[src/rtl/hdrp_pkg.sv]
// ----------------------------------------------------------------------------
// hdrp_pkg: shared types and constants of the frame header parser
// Word layouts of both channels, status and kind codes, header constants.
// ----------------------------------------------------------------------------
package hdrp_pkg;

  localparam logic [7:0] ETH_HDR_LEN = 8'd14;
  localparam logic [5:0] MIN_HDR_LEN = 6'd20;
  localparam logic [7:0] PROTO_TCP   = 8'd6;

  localparam logic [2:0] STATUS_OK        = 3'd0;
  localparam logic [2:0] STATUS_IP_SHORT  = 3'd1;
  localparam logic [2:0] STATUS_NOT_TCP   = 3'd2;
  localparam logic [2:0] STATUS_TCP_SHORT = 3'd3;
  localparam logic [2:0] STATUS_TRUNC     = 3'd4;

  localparam logic KIND_HDR = 1'b0;
  localparam logic KIND_PAY = 1'b1;

  typedef struct packed {
    logic [7:0] in_byte;
    logic       in_frame_end;
  } in_word_t;

  typedef struct packed {
    logic        kind;
    logic [2:0]  status;
    logic [31:0] src_addr;
    logic [31:0] dst_addr;
    logic [15:0] src_port;
    logic [15:0] dst_port;
    logic [15:0] payload_len;
    logic [7:0]  payload_byte;
    logic        packet_done;
  } result_t;

endpackage

[src/rtl/hdrp_if.sv]
// ----------------------------------------------------------------------------
// hdrp_if: channel interfaces of the frame header parser
// Byte input channel and result output channel, valid/ready handshake.
// ----------------------------------------------------------------------------
interface hdrp_in_if;
  logic       valid;
  logic       ready;
  logic [7:0] in_byte;
  logic       in_frame_end;

  modport source (output valid, output in_byte, output in_frame_end, input ready);
  modport sink   (input valid, input in_byte, input in_frame_end, output ready);
endinterface

interface hdrp_out_if;
  logic        valid;
  logic        ready;
  logic        kind;
  logic [2:0]  status;
  logic [31:0] src_addr;
  logic [31:0] dst_addr;
  logic [15:0] src_port;
  logic [15:0] dst_port;
  logic [15:0] payload_len;
  logic [7:0]  payload_byte;
  logic        packet_done;

  modport source (output valid, output kind, output status, output src_addr,
                  output dst_addr, output src_port, output dst_port,
                  output payload_len, output payload_byte, output packet_done,
                  input ready);
  modport sink   (input valid, input kind, input status, input src_addr,
                  input dst_addr, input src_port, input dst_port,
                  input payload_len, input payload_byte, input packet_done,
                  output ready);
endinterface

[src/rtl/hdrp_in_stage.sv]
// ----------------------------------------------------------------------------
// hdrp_in_stage: input register
// Captures one frame word and holds it until the parser consumes it.
// ----------------------------------------------------------------------------
module hdrp_in_stage (
  input  logic              clk,
  input  logic              rst,
  hdrp_in_if.sink           frame,
  input  logic              go,
  output logic              word_valid,
  output hdrp_pkg::in_word_t word
);

  logic take;

  assign frame.ready = !word_valid || go;
  assign take        = frame.valid && frame.ready;

  always_ff @(posedge clk) begin
    if (rst) begin
      word_valid <= 1'b0;
    end else if (take) begin
      word_valid <= 1'b1;
    end else if (go) begin
      word_valid <= 1'b0;
    end
  end

  always_ff @(posedge clk) begin
    if (take) begin
      word.in_byte      <= frame.in_byte;
      word.in_frame_end <= frame.in_frame_end;
    end
  end

endmodule

[src/rtl/hdrp_parse.sv]
// ----------------------------------------------------------------------------
// hdrp_parse: header parse state and per-byte decision logic
// Tracks the frame offset, captures header fields, decides the result.
// ----------------------------------------------------------------------------
module hdrp_parse (
  input  logic               clk,
  input  logic               rst,
  input  logic               go,
  input  hdrp_pkg::in_word_t word,
  output logic               has_result,
  output hdrp_pkg::result_t  res
);

  localparam logic [1:0] PH_HDR  = 2'd0;
  localparam logic [1:0] PH_PAY  = 2'd1;
  localparam logic [1:0] PH_SKIP = 2'd2;

  localparam logic [7:0] OFF_TLEN_HI = 8'd16;
  localparam logic [7:0] OFF_TLEN_LO = 8'd17;
  localparam logic [7:0] OFF_PROTO   = 8'd23;
  localparam logic [7:0] OFF_SRC_LO  = 8'd26;
  localparam logic [7:0] OFF_SRC_HI  = 8'd29;
  localparam logic [7:0] OFF_DST_LO  = 8'd30;
  localparam logic [7:0] OFF_DST_HI  = 8'd33;

  localparam logic [7:0] LOC_SPORT_HI = 8'd0;
  localparam logic [7:0] LOC_SPORT_LO = 8'd1;
  localparam logic [7:0] LOC_DPORT_HI = 8'd2;
  localparam logic [7:0] LOC_DPORT_LO = 8'd3;
  localparam logic [7:0] LOC_DOFF     = 8'd12;

  logic [7:0]  byte_offset, byte_offset_next;
  logic [1:0]  phase, phase_next;
  logic [5:0]  ip_hdr_bytes, ip_hdr_bytes_next;
  logic [5:0]  tcp_hdr_bytes, tcp_hdr_bytes_next;
  logic [15:0] ip_total_len, ip_total_len_next;
  logic [31:0] src_reg, src_reg_next;
  logic [31:0] dst_reg, dst_reg_next;
  logic [15:0] sport_reg, sport_reg_next;
  logic [15:0] dport_reg, dport_reg_next;
  logic [15:0] payload_left, payload_left_next;

  logic [7:0]  b;
  logic        last;
  logic [7:0]  tcp_start;
  logic [7:0]  loc;
  logic [6:0]  hdrs;
  logic [15:0] plen;
  logic        reject;
  logic [2:0]  rej_status;
  logic        complete;
  logic        done;
  logic [15:0] pl_dec;

  assign b    = word.in_byte;
  assign last = word.in_frame_end;

  assign tcp_start = hdrp_pkg::ETH_HDR_LEN + {2'b00, ip_hdr_bytes};
  assign loc       = byte_offset - tcp_start;
  assign hdrs      = {1'b0, ip_hdr_bytes} + {1'b0, tcp_hdr_bytes};
  assign plen      = (ip_total_len > {9'd0, hdrs}) ? (ip_total_len - {9'd0, hdrs}) : 16'd0;
  assign pl_dec    = (payload_left != 16'd0) ? (payload_left - 16'd1) : payload_left;

  always_comb begin
    byte_offset_next   = byte_offset;
    phase_next         = phase;
    ip_hdr_bytes_next  = ip_hdr_bytes;
    tcp_hdr_bytes_next = tcp_hdr_bytes;
    ip_total_len_next  = ip_total_len;
    src_reg_next       = src_reg;
    dst_reg_next       = dst_reg;
    sport_reg_next     = sport_reg;
    dport_reg_next     = dport_reg;
    payload_left_next  = payload_left;
    reject             = 1'b0;
    rej_status         = hdrp_pkg::STATUS_OK;
    complete           = 1'b0;
    done               = 1'b0;
    has_result         = 1'b0;

    res.kind         = hdrp_pkg::KIND_HDR;
    res.status       = hdrp_pkg::STATUS_OK;
    res.payload_len  = 16'd0;
    res.payload_byte = 8'd0;
    res.packet_done  = 1'b0;

    unique case (phase)
      PH_HDR: begin
        priority if (byte_offset == hdrp_pkg::ETH_HDR_LEN) begin
          ip_hdr_bytes_next = {b[3:0], 2'b00};
          if ({b[3:0], 2'b00} < hdrp_pkg::MIN_HDR_LEN) begin
            reject     = 1'b1;
            rej_status = hdrp_pkg::STATUS_IP_SHORT;
          end
        end else if (byte_offset == OFF_TLEN_HI) begin
          ip_total_len_next = {b, ip_total_len[7:0]};
        end else if (byte_offset == OFF_TLEN_LO) begin
          ip_total_len_next = {ip_total_len[15:8], b};
        end else if (byte_offset == OFF_PROTO) begin
          if (b != hdrp_pkg::PROTO_TCP) begin
            reject     = 1'b1;
            rej_status = hdrp_pkg::STATUS_NOT_TCP;
          end
        end else if (byte_offset >= OFF_SRC_LO && byte_offset <= OFF_SRC_HI) begin
          src_reg_next = {src_reg[23:0], b};
        end else if (byte_offset >= OFF_DST_LO && byte_offset <= OFF_DST_HI) begin
          dst_reg_next = {dst_reg[23:0], b};
        end else if (ip_hdr_bytes >= hdrp_pkg::MIN_HDR_LEN && byte_offset >= tcp_start) begin
          priority if (loc == LOC_SPORT_HI) begin
            sport_reg_next = {b, sport_reg[7:0]};
          end else if (loc == LOC_SPORT_LO) begin
            sport_reg_next = {sport_reg[15:8], b};
          end else if (loc == LOC_DPORT_HI) begin
            dport_reg_next = {b, dport_reg[7:0]};
          end else if (loc == LOC_DPORT_LO) begin
            dport_reg_next = {dport_reg[15:8], b};
          end else if (loc == LOC_DOFF) begin
            tcp_hdr_bytes_next = {b[7:4], 2'b00};
            if ({b[7:4], 2'b00} < hdrp_pkg::MIN_HDR_LEN) begin
              reject     = 1'b1;
              rej_status = hdrp_pkg::STATUS_TCP_SHORT;
            end
          end else if (tcp_hdr_bytes >= hdrp_pkg::MIN_HDR_LEN &&
                       loc == ({2'b00, tcp_hdr_bytes} - 8'd1)) begin
            complete = 1'b1;
          end else begin
          end
        end else begin
        end

        if (byte_offset != 8'hff) begin
          byte_offset_next = byte_offset + 8'd1;
        end

        priority if (reject) begin
          has_result      = 1'b1;
          res.status      = rej_status;
          res.packet_done = 1'b1;
          phase_next      = PH_SKIP;
        end else if (complete) begin
          done              = last || (plen == 16'd0);
          has_result        = 1'b1;
          res.payload_len   = plen;
          res.packet_done   = done;
          payload_left_next = plen;
          phase_next        = done ? PH_SKIP : PH_PAY;
        end else if (last) begin
          has_result      = 1'b1;
          res.status      = hdrp_pkg::STATUS_TRUNC;
          res.packet_done = 1'b1;
        end else begin
        end
      end
      PH_PAY: begin
        payload_left_next = pl_dec;
        done              = last || (pl_dec == 16'd0);
        has_result        = 1'b1;
        res.kind          = hdrp_pkg::KIND_PAY;
        res.payload_byte  = b;
        res.packet_done   = done;
        if (done) begin
          phase_next = PH_SKIP;
        end
      end
      default: begin
        // discard until frame end
      end
    endcase

    res.src_addr = src_reg_next;
    res.dst_addr = dst_reg_next;
    res.src_port = sport_reg_next;
    res.dst_port = dport_reg_next;
  end

  always_ff @(posedge clk) begin
    if (rst || (go && last)) begin
      byte_offset   <= 8'd0;
      phase         <= PH_HDR;
      ip_hdr_bytes  <= 6'd0;
      tcp_hdr_bytes <= 6'd0;
      ip_total_len  <= 16'd0;
      src_reg       <= 32'd0;
      dst_reg       <= 32'd0;
      sport_reg     <= 16'd0;
      dport_reg     <= 16'd0;
      payload_left  <= 16'd0;
    end else if (go) begin
      byte_offset   <= byte_offset_next;
      phase         <= phase_next;
      ip_hdr_bytes  <= ip_hdr_bytes_next;
      tcp_hdr_bytes <= tcp_hdr_bytes_next;
      ip_total_len  <= ip_total_len_next;
      src_reg       <= src_reg_next;
      dst_reg       <= dst_reg_next;
      sport_reg     <= sport_reg_next;
      dport_reg     <= dport_reg_next;
      payload_left  <= payload_left_next;
    end
  end

endmodule

[src/rtl/hdrp_out_stage.sv]
// ----------------------------------------------------------------------------
// hdrp_out_stage: result register
// Holds one result word until the receiver takes it.
// ----------------------------------------------------------------------------
module hdrp_out_stage (
  input  logic              clk,
  input  logic              rst,
  input  logic              load,
  input  hdrp_pkg::result_t res,
  output logic              free,
  hdrp_out_if.source        result
);

  logic              res_valid;
  hdrp_pkg::result_t res_q;

  assign free = !res_valid || result.ready;

  always_ff @(posedge clk) begin
    if (rst) begin
      res_valid <= 1'b0;
    end else if (load) begin
      res_valid <= 1'b1;
    end else if (result.ready) begin
      res_valid <= 1'b0;
    end
  end

  always_ff @(posedge clk) begin
    if (load) begin
      res_q <= res;
    end
  end

  assign result.valid        = res_valid;
  assign result.kind         = res_q.kind;
  assign result.status       = res_q.status;
  assign result.src_addr     = res_q.src_addr;
  assign result.dst_addr     = res_q.dst_addr;
  assign result.src_port     = res_q.src_port;
  assign result.dst_port     = res_q.dst_port;
  assign result.payload_len  = res_q.payload_len;
  assign result.payload_byte = res_q.payload_byte;
  assign result.packet_done  = res_q.packet_done;

endmodule

[src/rtl/ethernet_ipv4_tcp_header_parser_top.sv]
// ----------------------------------------------------------------------------
// ethernet_ipv4_tcp_header_parser_top: Ethernet/IPv4/TCP header parser
// Parses frame bytes, emits a header summary word, then forwards payload.
// ----------------------------------------------------------------------------
// Usage:
//   frame  : one frame byte per word, in_frame_end high on the final byte.
//            The Ethernet header is skipped; IPv4 and TCP fields are captured.
//   result : at most one word per input byte. A summary word (kind 0) comes
//            when the headers complete, on a rejection, or on an early frame
//            end (truncated). After an ok summary each payload byte that the
//            IP total length covers comes as a kind 1 word. packet_done marks
//            the last word of a frame; padding and FCS give no words.
//   Throughput: one byte per cycle while no result word is stalled; the parse of a byte is a
//            single pass of logic between the input and result registers.
//   Path: a byte waits in the input register; its result word goes valid once
//            the result register loads it, and holds there until it is taken.
//   Reset: rst (synchronous) empties both registers and returns the parser
//            to the start of a frame; every frame end does the same for the
//            parse state.
//   Stall: while the result word waits, bytes that cause no result keep
//            flowing; a byte that does cause one holds in the input register.
// ----------------------------------------------------------------------------
module ethernet_ipv4_tcp_header_parser_top (
  input  logic       clk,
  input  logic       rst,
  hdrp_in_if.sink    frame,
  hdrp_out_if.source result
);

  logic               word_valid;
  hdrp_pkg::in_word_t word;
  logic               has_result;
  hdrp_pkg::result_t  res;
  logic               out_free;
  logic               go;
  logic               load;

  // Advance the held byte when its result has room, or when it makes none.
  assign go   = word_valid && (out_free || !has_result);
  assign load = go && has_result;

  hdrp_in_stage u_in_stage (
    .clk        (clk),
    .rst        (rst),
    .frame      (frame),
    .go         (go),
    .word_valid (word_valid),
    .word       (word)
  );

  hdrp_parse u_parse (
    .clk        (clk),
    .rst        (rst),
    .go         (go),
    .word       (word),
    .has_result (has_result),
    .res        (res)
  );

  hdrp_out_stage u_out_stage (
    .clk    (clk),
    .rst    (rst),
    .load   (load),
    .res    (res),
    .free   (out_free),
    .result (result)
  );

endmodule

[src/flat_wrapper.sv]
// flat-port wrapper written by rule: the top's interface ports become plain ports
module ethernet_ipv4_tcp_header_parser_top_flat 
  (clk, rst, frame_valid, frame_in_byte, frame_in_frame_end, frame_ready, result_valid, result_kind, result_status, result_src_addr, result_dst_addr, result_src_port, result_dst_port, result_payload_len, result_payload_byte, result_packet_done, result_ready);
  hdrp_in_if frame_i ();
  hdrp_out_if result_i ();
  input  logic clk;
  input  logic rst;
  input wire logic [$bits(frame_i.valid)-1:0] frame_valid;
  input wire logic [$bits(frame_i.in_byte)-1:0] frame_in_byte;
  input wire logic [$bits(frame_i.in_frame_end)-1:0] frame_in_frame_end;
  output wire logic [$bits(frame_i.ready)-1:0] frame_ready;
  output wire logic [$bits(result_i.valid)-1:0] result_valid;
  output wire logic [$bits(result_i.kind)-1:0] result_kind;
  output wire logic [$bits(result_i.status)-1:0] result_status;
  output wire logic [$bits(result_i.src_addr)-1:0] result_src_addr;
  output wire logic [$bits(result_i.dst_addr)-1:0] result_dst_addr;
  output wire logic [$bits(result_i.src_port)-1:0] result_src_port;
  output wire logic [$bits(result_i.dst_port)-1:0] result_dst_port;
  output wire logic [$bits(result_i.payload_len)-1:0] result_payload_len;
  output wire logic [$bits(result_i.payload_byte)-1:0] result_payload_byte;
  output wire logic [$bits(result_i.packet_done)-1:0] result_packet_done;
  input wire logic [$bits(result_i.ready)-1:0] result_ready;
  assign frame_i.valid = frame_valid;
  assign frame_i.in_byte = frame_in_byte;
  assign frame_i.in_frame_end = frame_in_frame_end;
  assign frame_ready = frame_i.ready;
  assign result_valid = result_i.valid;
  assign result_kind = result_i.kind;
  assign result_status = result_i.status;
  assign result_src_addr = result_i.src_addr;
  assign result_dst_addr = result_i.dst_addr;
  assign result_src_port = result_i.src_port;
  assign result_dst_port = result_i.dst_port;
  assign result_payload_len = result_i.payload_len;
  assign result_payload_byte = result_i.payload_byte;
  assign result_packet_done = result_i.packet_done;
  assign result_i.ready = result_ready;
  ethernet_ipv4_tcp_header_parser_top u_core (.clk(clk), .rst(rst), .frame(frame_i), .result(result_i));
endmodule
[config.mk]
export PLATFORM = sky130hd
export DESIGN_NAME = ethernet_ipv4_tcp_header_parser_top_flat
export DESIGN_NICKNAME = d
export VERILOG_FILES = /design/src/rtl/hdrp_pkg.sv /design/src/rtl/hdrp_if.sv /design/src/rtl/hdrp_in_stage.sv /design/src/rtl/hdrp_parse.sv /design/src/rtl/hdrp_out_stage.sv /design/src/rtl/ethernet_ipv4_tcp_header_parser_top.sv /design/src/flat_wrapper.sv
export SDC_FILE = /design/constraint.sdc
export NUM_CORES = 1
export LEC_CHECK = 0
export ABC_AREA = 1
export BUFFER_PORTS_ARGS = -buffer_cell sky130_fd_sc_hd__buf_2
export CAP_MARGIN = 30
export CORE_AREA = 2 2 172 207
export DETAILED_ROUTE_END_ITERATION = 7
export DIE_AREA = 0 0 174 209
export PLACE_DENSITY = 0.66
export SYNTH_ARGS = -nofsm -noshare
export SYNTH_HDL_FRONTEND = slang
export SYNTH_HIERARCHICAL = 1
export SYNTH_SLANG_ARGS = --single-unit
[constraint.sdc]
create_clock -name clk -period 7.55 [get_ports clk]
set_input_delay 2.265 -clock clk [delete_from_list [all_inputs] [get_ports clk]]
set_output_delay 2.265 -clock clk [all_outputs]
set_load 0.05 [all_outputs]
==> results.txt <==
The flow ran to the end, and the final reports show no timing, DRC or antenna violations. In this run the critical register-to-register path is captured at u_core/u_parse/byte_offset[7]. The synthesized netlist devotes roughly 20% of its cell area to simple gates. The via count of the first global-routing pass was about 10,000.

TritonCTS built the clock tree. The placement row count is 75. The overall via count from detail_route came out at about 11,000.

At the pin with the least slew margin, the transition time is between 900 and 1000 ps. The clock insertion delay at the later pin of the skew report is between 500 and 600 ps. The die span in x is between 150 and 200 um. The tightest min-delay check is of the flip-flop to flip-flop type.

The critical path goes through inv_1, ha_1, nor2_1, inv_1, nand2_1, ha_1, nand2_1, clkinv_1, nand3_1, nand3_1, nand2_1, nand2_1, nand3_4, a21oi_2, nor2_1, nand3_2, nand2_1, nor2_1, a21oi_1, a21oi_4, inv_2, nand2_2, buf_2. The static power due to leakage is 7.105 nW. The synthesis warning total came out at 6.

The number of antenna violations at the first check in global routing came out at 0. The part of the Yosys area used for sequential elements is between 50% and 60%. The layout overhead on the synthesized area came out at 15.16%. The relative max-transition margin is 36.73%. The count of final setup violators is 0. The clock drives around 280 sinks.

The reg-to-reg startpoint is u_core/u_parse/ip_hdr_bytes[2]. The weighted congestion at the end of routability-driven global placement came out at slightly below 0.9. The count of buffers from port buffering is approximately 140.

Along the worst path, the maximum fanout reaches 7. The worst hold path depth is 2. The share of layout cells above drive strength 1 came out at roughly 17%. The count of nets left with antenna violations after detail routing came out at 0. The overall global routing resource usage is roughly 18%. The pre-antenna-repair detailed-routing pass consisted of 5 iterations. The data arrival time of the critical path came out at approximately 3900 ps. The cell area after technology mapping is around 14,000 um2. For the finished layout, the period the worst path requires is about 6200 ps.

The detailed-route wire length per cell came out at 14.87 um. The maximum level of the CTS H-tree is 1. The number of enable flip-flop cells after synthesis is about 130. The synthesized design contains around 280 register bits.

The main flop type after synthesis is dfxtp_1. The number of max-cap violations is 0. The type of destination of the critical path is a primary output. The number of clock buffers added by TritonCTS is 30. The starting DRC count in detailed routing came out at just over 900. The path with the worst hold slack has its endpoint at u_core/u_parse/payload_left[1]. Setup repair after global routing left no endpoint under its margin.

The library cell used most frequently in the layout, excluding fill and tap cells, is nand2_1. The largest net degree at the start of global routing is 104. The worst register-to-register path has a depth of 29.

The half-perimeter wire length after placement is about 23,000 um. The highest attainable clock frequency came out at roughly 160 MHz. Clock tree synthesis selected as its root buffer the cell clkbuf_16. After clock tree synthesis, the clock-pin slew on the worst setup and hold paths is roughly 70 ps. The share of cell area taken by muxes after synthesis is 0%. The start-to-end type of the worst setup path is flip-flop to primary output.

The area used by multi-input combinational logic came out at between 5000 and 6000 um2. The number of nets in the layout came out at around 1,800. The number of placed I/O pins is 140. After technology mapping, the gate count stands at 1,659. Summing the areas of all xor and xnor instances in the mapped netlist gives less than 1% of the synthesized area.

The placeable core region came out at between 30,000 and 40,000 um2. The antenna cell count is 0. The final hold violation count is 0.

Counting every net in the synthesized netlist gives around 1,700. In the layout the commonest cells are nand2_1, inv_1, nor2_1. The total DRC errors in the routed layout came out at 0. After synthesis, the largest family of logic cells by area is simple AND/OR/NAND/NOR gates. At the worst endpoint, the required time is 5290 ps. The launching element type of the critical path is a flip-flop. The post-synthesis average cell area came out at 8.181 um2. The per-cell via count in the routed design came out at approximately 4.9. Across the whole layout, storage elements account for 6987 um2. The fill cell instance count of the final layout came out at roughly 3,400.

For this design the ratio of total power to cell area is between 200 and 250 nW/um2. The worst-case vdd ir drop came out at ~200 uV. The worst min-delay path startpoint is u_core/u_parse/payload_left[1].

In this design, the stage delay of the slowest critical-path cell is roughly 450 ps. For this design, the slowest cell found on the critical path is dfxtp_1. Setup total negative slack on the finished layout was measured at 0 ps.

The max-slew violation count is 0. In the synthesized netlist the async set-or-reset flop fraction comes to 0%. The overall overflow remaining after global route is 0. The pre-CTS worst setup slack came out at 1949 ps. For this configuration, the core starts out at a cell density of 39.30%.

The detailed-route wire length is ~34,000 um. Across all register-to-register paths, the minimum setup slack is between 2000 and 2500 ps. The wire length of the first global-routing pass is ~53,000 um. The slack of the critical path came out at around 1400 ps. The setup fix buffers added after clock tree synthesis is 0. The cell repeated most along the worst path is nand2_1. The post-cts resize count is 0.

The synthesized netlist devotes 14.93% of its cell area to compound gates. The setup skew after layout is about 27 ps. The area of the die is around 36,000 um2. In this run the deepest clock path goes through 3 buffers.

The floorplan step set the die height to 209 um. Of the total synthesized cell area, the portion taken by full adders, half adders and majority gates is 2.839%. The count of different cell masters after synthesis came out at 42. The post-cts hold buffer count is 0.

Of the available clock period, the critical path in the final layout requires 81.87%.
## cells in the mapped netlist (5+ instances only)
master,instances,area share (%)
o21ai_1,60,2.2
inv_2,12,0.33
o21ai_0,162,6.0
nand2_2,24,1.1
o21ai_2,19,1.2
xor2_1,7,0.45
nand2_1,291,8.0
nor2_2,6,0.28
edfxtp_1,134,30
buf_6,6,0.50
buf_1,8,0.22
clkbuf_1,42,1.2
dfxtp_1,148,22
inv_1,237,6.6
nand3b_1,5,0.28
ha_1,26,2.4
xnor2_1,7,0.45
a21oi_2,14,0.90
nor2_1,197,5.4
nand3_2,6,0.44
nor3_1,10,0.37
a21oi_1,105,3.9
nand3_1,69,2.5
buf_2,14,0.52
nand4_1,17,0.78
a31oi_1,7,0.32
## worst max path at each step
stage / cells past startpoint / end / slack, ps / from
6_report: 23 / frame_ready / 1370 / u_core/u_parse/ip_hdr_bytes[2]
5_1_grt: 24 / frame_ready / 960 / u_core/u_parse/ip_hdr_bytes[2]
4_1_cts: 23 / frame_ready / 1330 / u_core/u_parse/ip_hdr_bytes[2]
3_5_place_dp: 23 / frame_ready / 1950 / u_core/u_parse/ip_hdr_bytes[2]
3_3_place_gp: 23 / frame_ready / 2000 / u_core/u_parse/ip_hdr_bytes[2]
2_1_floorplan: 23 / u_core/u_out_stage/result.valid / 2130 / u_core/u_parse/ip_hdr_bytes[2]
## logic make-up after synthesis
kind of cell / Yosys count
AOI/OAI and AO/OA: 374
xor gates and xnor gates: 14
adders and majority gates: 29
buffers and inverters: 325
DFF: 282
and+or+nand+nor: 635
## cell type report
cell class                      instances  area share (%)
Clock buffer                           36           5.148
Sequential cell                       282           44.70
Tap cell                              462           3.699
Clock inverter                         20           1.169
Inverter                              252           6.084
Timing Repair Buffer                  152           5.332
Multi-Input combinational cell       1052           33.86
## stage by stage
stage	instance area [um2]	util (%)	power, mW	hold WS, ps	instances
2_1_floorplan	13570	-	1.992	467.5	1659
3_3_place_gp	14590	42.24	2.070	485.1	2198
3_5_place_dp	14640	42.40	2.082	486.1	2200
4_1_cts	15630	45.26	3.527	499.1	2256
5_1_grt	15630	45.26	3.620	526.2	2256
6_report	15630	45.26	3.484	496.1	2256
## per-layer routing
layer / wire (um) / vias to the layer above / global-route usage (%)
li1: - / 5621 / -
met1: 14440 / 5120 / 22.98
met2: 16690 / 275 / 32.20
met3: 1745 / 42 / 2.566
met4: 666 / 0 / 5.245
met5: 0 / - / 0
## critical path: cells and delay by family (launching register included)
family                   cells  cell delay, ps
adder cells (fa/ha/maj)      2             490
AO/OA/AOI/OAI                3             500
flip-flops                   1             450
buffers and inverters        5             510
AND/OR/NAND/NOR             13            1380
## power breakdown
part	internal [mW]	switching [mW]	total, mW	leakage, nW
Combinational	0.0812	0.258	0.339	4.14
Sequential	1.68	0.0318	1.71	2.48
Clock	0.808	0.629	1.44	0.483
Note: power is estimated with default switching activity, not from simulation.
